--- src/sv/nti_pkg.sv ---
// Shared constants and types for the noise table interpolator.
`default_nettype none

package nti_pkg;

    // Default parameter values.
    localparam int DEF_TABLE_DEPTH = 256;
    localparam int DEF_FRAC_BITS   = 16;

    // Fixed field widths.
    localparam int DATA_W     = 32;
    localparam int COORD_W    = 32;
    localparam int CFG_IDX_W  = 3;
    localparam int CFG_DATA_W = 32;

    // Divider partial remainder width: one bit above the 32-bit divisor.
    localparam int REM_W = 33;

    // Look angle indexing: 16.3 degrees at entry 0, ten entries per degree.
    localparam logic [COORD_W-1:0] LOOK_BASE = 32'd1630;
    localparam logic [COORD_W-1:0] LOOK_STEP = 32'd10;

    // Index modes; the unused code behaves as pixel mode.
    localparam logic [1:0] MODE_PIXEL = 2'd0;
    localparam logic [1:0] MODE_SLANT = 2'd1;
    localparam logic [1:0] MODE_LOOK  = 2'd2;

    // Item commands.
    localparam logic CMD_WRITE  = 1'b0;
    localparam logic CMD_LOOKUP = 1'b1;

    // Configuration register indexes.
    localparam logic [CFG_IDX_W-1:0] CFG_INDEX_MODE   = 3'd0;
    localparam logic [CFG_IDX_W-1:0] CFG_SAMPLES      = 3'd1;
    localparam logic [CFG_IDX_W-1:0] CFG_SLANT_START  = 3'd2;
    localparam logic [CFG_IDX_W-1:0] CFG_SLANT_SPAN   = 3'd3;
    localparam logic [CFG_IDX_W-1:0] CFG_TABLE_LENGTH = 3'd4;

    // Configuration reset values.
    localparam logic [1:0]  RST_INDEX_MODE   = MODE_PIXEL;
    localparam logic [15:0] RST_SAMPLES      = 16'd8192;
    localparam logic [31:0] RST_SLANT_START  = 32'd0;
    localparam logic [31:0] RST_SLANT_SPAN   = 32'd1;
    localparam logic [8:0]  RST_TABLE_LENGTH = 9'd256;

    // Item information that rides alongside the divider.
    typedef struct packed {
        logic        cmd;
        logic [7:0]  entry_index;
        logic [31:0] entry_value;
        logic        below;
        logic        clamp;
    } side_t;

endpackage

`default_nettype wire

--- src/sv/nti_div_pipe.sv ---
// Pipelined restoring divider that produces one quotient bit per stage.
`default_nettype none

module nti_div_pipe import nti_pkg::*; #(
    parameter int QUO_W  = 24,
    parameter int LOW_W  = 8,
    parameter int SIDE_W = 8
) (
    input  wire logic              aclk,
    input  wire logic              aresetn,
    input  wire logic              en,
    input  wire logic              in_valid,
    input  wire logic [REM_W-1:0]  in_rem,
    input  wire logic [LOW_W-1:0]  in_low,
    input  wire logic [31:0]       in_div,
    input  wire logic [SIDE_W-1:0] in_side,
    output logic                   out_valid,
    output logic      [QUO_W-1:0]  out_quo,
    output logic      [SIDE_W-1:0] out_side
);

    logic              valid_reg [QUO_W];
    logic [REM_W-1:0]  rem_reg   [QUO_W];
    logic [QUO_W-1:0]  low_reg   [QUO_W];
    logic [QUO_W-1:0]  quo_reg   [QUO_W];
    logic [31:0]       div_reg   [QUO_W];
    logic [SIDE_W-1:0] side_reg  [QUO_W];

    for (genvar k = 0; k < QUO_W; k++) begin : g_stage
        logic              valid_in;
        logic [REM_W-1:0]  rem_in;
        logic [QUO_W-1:0]  low_in;
        logic [QUO_W-1:0]  quo_in;
        logic [31:0]       div_in;
        logic [SIDE_W-1:0] side_in;
        logic [REM_W:0]    trial;
        logic              ge;
        logic [REM_W-1:0]  rem_next;

        // Stage inputs come from the ports or from the previous stage.
        if (k == 0) begin : g_first
            assign valid_in = in_valid;
            assign rem_in   = in_rem;
            assign low_in   = {in_low, {(QUO_W-LOW_W){1'b0}}};
            assign quo_in   = '0;
            assign div_in   = in_div;
            assign side_in  = in_side;
        end else begin : g_next
            assign valid_in = valid_reg[k-1];
            assign rem_in   = rem_reg[k-1];
            assign low_in   = low_reg[k-1];
            assign quo_in   = quo_reg[k-1];
            assign div_in   = div_reg[k-1];
            assign side_in  = side_reg[k-1];
        end

        // Shift in the next dividend bit and try one subtraction.
        assign trial    = {rem_in, low_in[QUO_W-1]};
        assign ge       = trial >= {2'b00, div_in};
        assign rem_next = ge ? REM_W'(trial - {2'b00, div_in}) : trial[REM_W-1:0];

        always_ff @(posedge aclk) begin
            if (!aresetn) begin
                valid_reg[k] <= 1'b0;
            end else if (en) begin
                valid_reg[k] <= valid_in;
            end
        end

        always_ff @(posedge aclk) begin
            if (en) begin
                rem_reg[k]  <= rem_next;
                low_reg[k]  <= {low_in[QUO_W-2:0], 1'b0};
                quo_reg[k]  <= {quo_in[QUO_W-2:0], ge};
                div_reg[k]  <= div_in;
                side_reg[k] <= side_in;
            end
        end
    end

    assign out_valid = valid_reg[QUO_W-1];
    assign out_quo   = quo_reg[QUO_W-1];
    assign out_side  = side_reg[QUO_W-1];

endmodule

`default_nettype wire

--- config.mk ---
export PLATFORM = sky130hd
export DESIGN_NAME = nti_div_pipe
export DESIGN_NICKNAME = d
export VERILOG_FILES = /design/src/sv/nti_pkg.sv /design/src/sv/nti_div_pipe.sv
export SDC_FILE = /design/constraint.sdc
export NUM_CORES = 2
export LEC_CHECK = 0
export BUFFER_PORTS_ARGS = -buffer_cell sky130_fd_sc_hd__buf_2
export CAP_MARGIN = 5
export CELL_PAD_IN_SITES_DETAIL_PLACEMENT = 1
export CELL_PAD_IN_SITES_GLOBAL_PLACEMENT = 1
export CORE_MARGIN = 8
export CORE_UTILIZATION = 52
export DETAILED_ROUTE_END_ITERATION = 8
export PLACE_DENSITY_LB_ADDON = 0.1
export RECOVER_POWER = 100
export SYNTH_ARGS = -nofsm -noshare
export SYNTH_HDL_FRONTEND = slang
export SYNTH_SLANG_ARGS = --single-unit
--- constraint.sdc ---
create_clock -name aclk -period 4.8 [get_ports aclk]
set_clock_uncertainty 0.1 [all_clocks]
set_input_delay 0.48 -clock aclk [delete_from_list [all_inputs] [get_ports aclk]]
set_output_delay 0.48 -clock aclk [all_outputs]
set_load 0.1 [all_outputs]
Word level (Yosys, flattened, before mapping). Memory sizes are Yosys's and may differ from the RTL's. Index checks and enable logic that the tools add are counted.

Mux-type cells: 53. $lt $le $gt $ge: 24. Bitwise logic cells: 24. Add/subtract/negate cells: 24.

Operators by type and width (number): 34-bit by 32-bit >= comparator with 1-bit output (24); 33-bit 2-to-1 mux (24); 33-bit by 32-bit subtractor with 33-bit output (24); 1-bit 2-to-1 mux (29); 1-bit OR (24).

Memories kept: 6. Flip-flop bits (word level): 0. Word-level logic and storage cells: 131. Input port bits: 85. Memory bits (writable): 2904.

Memory list: rem_reg (depth 24, width 33, read ports 23, clocked after Yosys merged registers in 0, wr ports 24, RTL line nti_div_pipe.sv:23) `logic [REM_W-1:0] rem_reg [QUO_W];`; div_reg (depth 24, width 32, read ports 23, clocked after Yosys merged registers in 0, wr ports 24, RTL line nti_div_pipe.sv:26) `logic [31:0] div_reg [QUO_W];`; quo_reg (depth 24, width 24, read ports 24, clocked after Yosys merged registers in 0, wr ports 24, RTL line nti_div_pipe.sv:25) `logic [QUO_W-1:0] quo_reg [QUO_W];`; low_reg (depth 24, width 23, read ports 23, clocked after Yosys merged registers in 0, wr ports 24, RTL line nti_div_pipe.sv:24) `logic [QUO_W-1:0] low_reg [QUO_W];`; side_reg (depth 24, width 8, read ports 24, clocked after Yosys merged registers in 0, wr ports 24, RTL line nti_div_pipe.sv:27) `logic [SIDE_W-1:0] side_reg [QUO_W];`; valid_reg (depth 24, width 1, read ports 24, clocked after Yosys merged registers in 0, wr ports 24, RTL line nti_div_pipe.sv:22) `logic valid_reg [QUO_W];`.

Logic depth before layout (Yosys ltp).
Depth in word-level cells: 4. Mapped depth: 17. Mapped depth without buffers: 15.

Worst setup path before layout. Ideal clock, no wire load.

Path kind: flip-flop to flip-flop. From: memory low_reg[0][114] in the netlist's numbering. To: memory rem_reg[5][4], in the netlist rem_reg[0][169] (data pin). Period minus slack after synthesis: 3.906 ns. Stages on the path, launching flop included: 17. Required time: 4.440 ns. Library setup time: 0.260 ns. Data arrival time: 3.546 ns. Path slack: 0.894 ns. Path through: edfxtp_1 > inv_1 > ha_1 > inv_1 > fa_1 > a21oi_2 > o22ai_1 > o41a_1 > a211o_1 > a221o_1 > a31o_2 > a21oi_4 > o21ai_1 > a21o_1 > buf_2 > buf_6 > mux2_4.

RTL lines (RTL line): start: declaration (nti_div_pipe.sv:24); end: declaration (nti_div_pipe.sv:23).

==> metrics.txt <==
status=finished with violations; violated checks=max-capacitance violations, max-slew violations; Floorplan Core Area=0.210 mm2; xor/xnor share of the synthesized area=5.04%; Port Buf Inserts=117; Pwr Density=682 mW/mm2; startpoint types=primary input; biggest area contributors in the synthesized netlist=sky130_fd_sc_hd__edfxtp_1 (56%), sky130_fd_sc_hd__ha_1 (8.7%), sky130_fd_sc_hd__a21oi_1 (3.9%); count of vias placed by the detailed router=75236; proportion of netlist area held by the largest area contributor=55.7%; startpoint of the lowest-slack hold path=in_low[1]; overflow left after global routing=0; number of global-route vias before repair=78972; number of unique standard cell types used by synthesis=90; clock transition time at the flip-flop clock pins of the worst setup and hold paths=0.06 ns; max reg flops=759; crit-path leading delay family=compound AO/OA/AOI/OAI gates; root buf cell=sky130_fd_sc_hd__clkbuf_16; initial antenna violation count=8; area used by sequential logic in the layout=0.0612 mm2; Fill cells=21988; Net Count, Synth=10596; drt first pass iters=7; final worst-path setup slack=0.250 ns; Post-Route Setup TNS=0 ns; Synth Area in Compound Gates=14.8%; wire length of the first global-routing pass=450 mm; max-slew violation count=905; Net Switching=32.1 mW; leading area contributor after synthesis=sky130_fd_sc_hd__edfxtp_1; most used flip-flop cell after synthesis=sky130_fd_sc_hd__edfxtp_1; routability-driven placement congestion ratio=0.889; CP Cell Sequence=dlygate4sd3_1 -> clkbuf_1 -> ha_1 -> inv_1 -> fa_1 -> a211oi_1 -> o21a_1 -> o21ai_0 -> a21oi_1 -> o31a_1 -> o311ai_0 -> nand2_1 -> nand3_1 -> a31oi_2 -> clkbuf_2 -> o21ai_0; # clock sinks=2039; required time reported for the critical path endpoint=5.25 ns; slew at the pin closest to its max-slew limit=3.52 ns; summed area of non-filler cells in the final layout=0.122 mm2; initial cell density of the core=52.4%; Post-DP HPWL=214 mm; net switching fraction of the power=38.4%; share of synthesized flip-flops with an asynchronous set or reset=0%; signal arrival time at the worst endpoint=5.00 ns; fraction of the mapped netlist area in simple logic gates=9.41%; number of instances in the synthesized netlist=9721; worst-case setup slack after placement=0.234 ns; Worst Hold Class=primary input to register; Yosys warning count=0; sequential power share=35.1%; internal power=51.4 mW; Worst Setup SP=in_div[0]; largest fanout on the critical path=15; worst path buffer plus inverter count=4; number of synthesized flops with an enable pin=2038; largest family of logic cells by synthesized area=compound AO/OA/AOI/OAI gates; adder and majority gate portion of the synthesized area=9.15%; crit-path max cell delay=0.65 ns; number of buffers between clock root and the deepest sink=3; commonest cells in the synthesized netlist=sky130_fd_sc_hd__edfxtp_1 (2038), sky130_fd_sc_hd__inv_1 (975), sky130_fd_sc_hd__a21oi_1 (859); most used standard cell by instance count after synthesis=sky130_fd_sc_hd__edfxtp_1; Num CTS Buffers=218; Post-DP Area=0.115 mm2; IR drop worst, VDD=467 uV; clock insertion delay at the later pin of the skew report=0.86 ns; H-tree depth=4; vias per inst=5.78; share of synthesized area spent on multiplexers=1.65%; kind of end point of the critical path=register; reg2reg start=rem_reg[0][232]$_DFFE_PP_; count of antenna-violating nets left after detailed routing=0; area of the die=0.226 mm2; post-synthesis instance area=0.110 mm2; shortest period the worst path allows=4.55 ns; post-detailed-route wirelength per cell=22.1 um; number of design-rule violations left by the first detailed-router iteration=5164; share of final-layout standard cells stronger than drive strength 1=6.62%; crit path max-delay cell type=sky130_fd_sc_hd__a31oi_2; critical path class=primary input to register; P&R area growth vs syn=11.3%; Die W=476 um; Max Freq=220 MHz; DRT Wirelength=287 mm; ports placed on the boundary=118; total area of multi-input combinational cells=0.0441 mm2; maxcap violations=12; register bit count reported by yosys=2039; RSZ-0062 raised after global routing=no; clock network fraction of design power=21.1%; maximum number of pins on one net before global-route repair=177; total global-route track usage=24.9%; clock tree from TritonCTS=built; endpoints failing hold=0; total DRC errors in the routed layout=0; syn avg cell area=11.3 um2; period utilization=94.8%; sequential-to-total area share from yosys stat=55.7%; floorplan row count=168; total setup violations reported at the end of the flow=0; cell with the most instances on the worst path=sky130_fd_sc_hd__o21ai_0; combinational share of power=43.8%; worst slew margin relative to its limit=-135%; number of nets in the finished design=10897; leakage power=49.2 nW; height of the die=476 um
layout by cell type (no fill, tap or decap), drive strengths merged, types with 27 or more instances in the layout:
cell         count
a2111oi         28
a211oi          48
a21boi          31
a21o           383
a21oi          861
a31oi           75
and2            44
and3            81
buf             98
bufinv          33
clkbuf         406
clkinv          89
dlygate4sd3     82
edfxtp        2038
ha             767
inv            979
mux2           150
nand2          783
nand2b         119
nand3          153
nand4          118
nor2           540
nor2b          123
nor3           110
o211ai          28
o21a            88
o21ai          745
o21bai          95
o31ai           69
or2             27
or3             28
xnor2          368
xor2           265
worst reg2reg max path: cells and delay by family (launching register included):
family	cells	cell delay, ns
compound gates	9	2.58
fa+ha+maj	1	0.38
buf+inv	2	0.62
flops	1	0.41
simple gates	1	0.16
per-layer routing:
layer  vias to the layer above  global-route usage (%)  share of wire [%]  routed length, um
li1                      36022                       -                  -                  -
met5                         -                       0                  0                  0
met2                      1234                    43.6                 50             143000
met1                     37568                    33.6                 45             128000
met4                         0                    5.37                2.1               6170
met3                       412                    2.73                3.4               9780
path summary, 6_finish.rpt:
check        slack [ns]  cells after the start                       end
max reg2reg        0.26                     13   rem_reg[1][8]$_DFFE_PP_
min reg2reg        0.31                      0  quo_reg[2][60]$_DFFE_PP_
max                0.25                     16  rem_reg[0][11]$_DFFE_PP_
min                0.25                      2  low_reg[0][17]$_DFFE_PP_
layout make-up:
| cell class | instances | area share (%) |
|---|---|---|
| diodes | 4 | 0.00818 |
| clock buffers | 257 | 4.60 |
| multi-input cells | 6457 | 36.1 |
| repair buffers | 329 | 1.83 |
| flip-flops and latches | 2039 | 50.0 |
| inverters | 977 | 3.00 |
| clock inverters | 145 | 1.59 |
| well taps | 2805 | 2.87 |
cells by family (layout without fill, tap and decap cells):
kind of cell / Yosys count / count (layout)
other: 0 / 4
DFF: 2039 / 2039
and+or+nand+nor: 2214 / 2214
adders and majority gates: 790 / 790
xor gates and xnor gates: 633 / 633
muxes: 159 / 159
buffers and inverters: 1225 / 1708
AOI/OAI and AO/OA: 2661 / 2661
repair_timing:
item,4_1_cts,5_1_grt
hold buffers,82,0
endpoints found under the setup margin,0,31
buffers inserted,0,3
endpoints found under the hold margin,82,0
gates resized for setup,0,1
power groups by stage:
stage	registers, mW	logic, mW	clock network [mW]
after floorplan	27.9	26.7	0
after global placement	29.5	34.8	0
after detailed placement	29.6	36.1	0
after CTS	29.3	36.7	18.0
after global routing	29.7	40.3	18.6
final	29.3	36.5	17.6
metrics by stage:
step / instances / util (%) / hold slack [ns] / power, mW
3_3_place_gp: 12522 / 54.6 / 0.300 / 64.3
6_report: 13013 / 58.3 / 0.252 / 83.4
3_5_place_dp: 12522 / 54.6 / 0.305 / 65.7
4_1_cts: 13006 / 58.6 / 0.0125 / 84.0
2_1_floorplan: 9721 / - / 0.300 / 54.6
5_1_grt: 13012 / 58.3 / 0.211 / 88.6
Note: power is estimated with default switching activity, not from simulation.
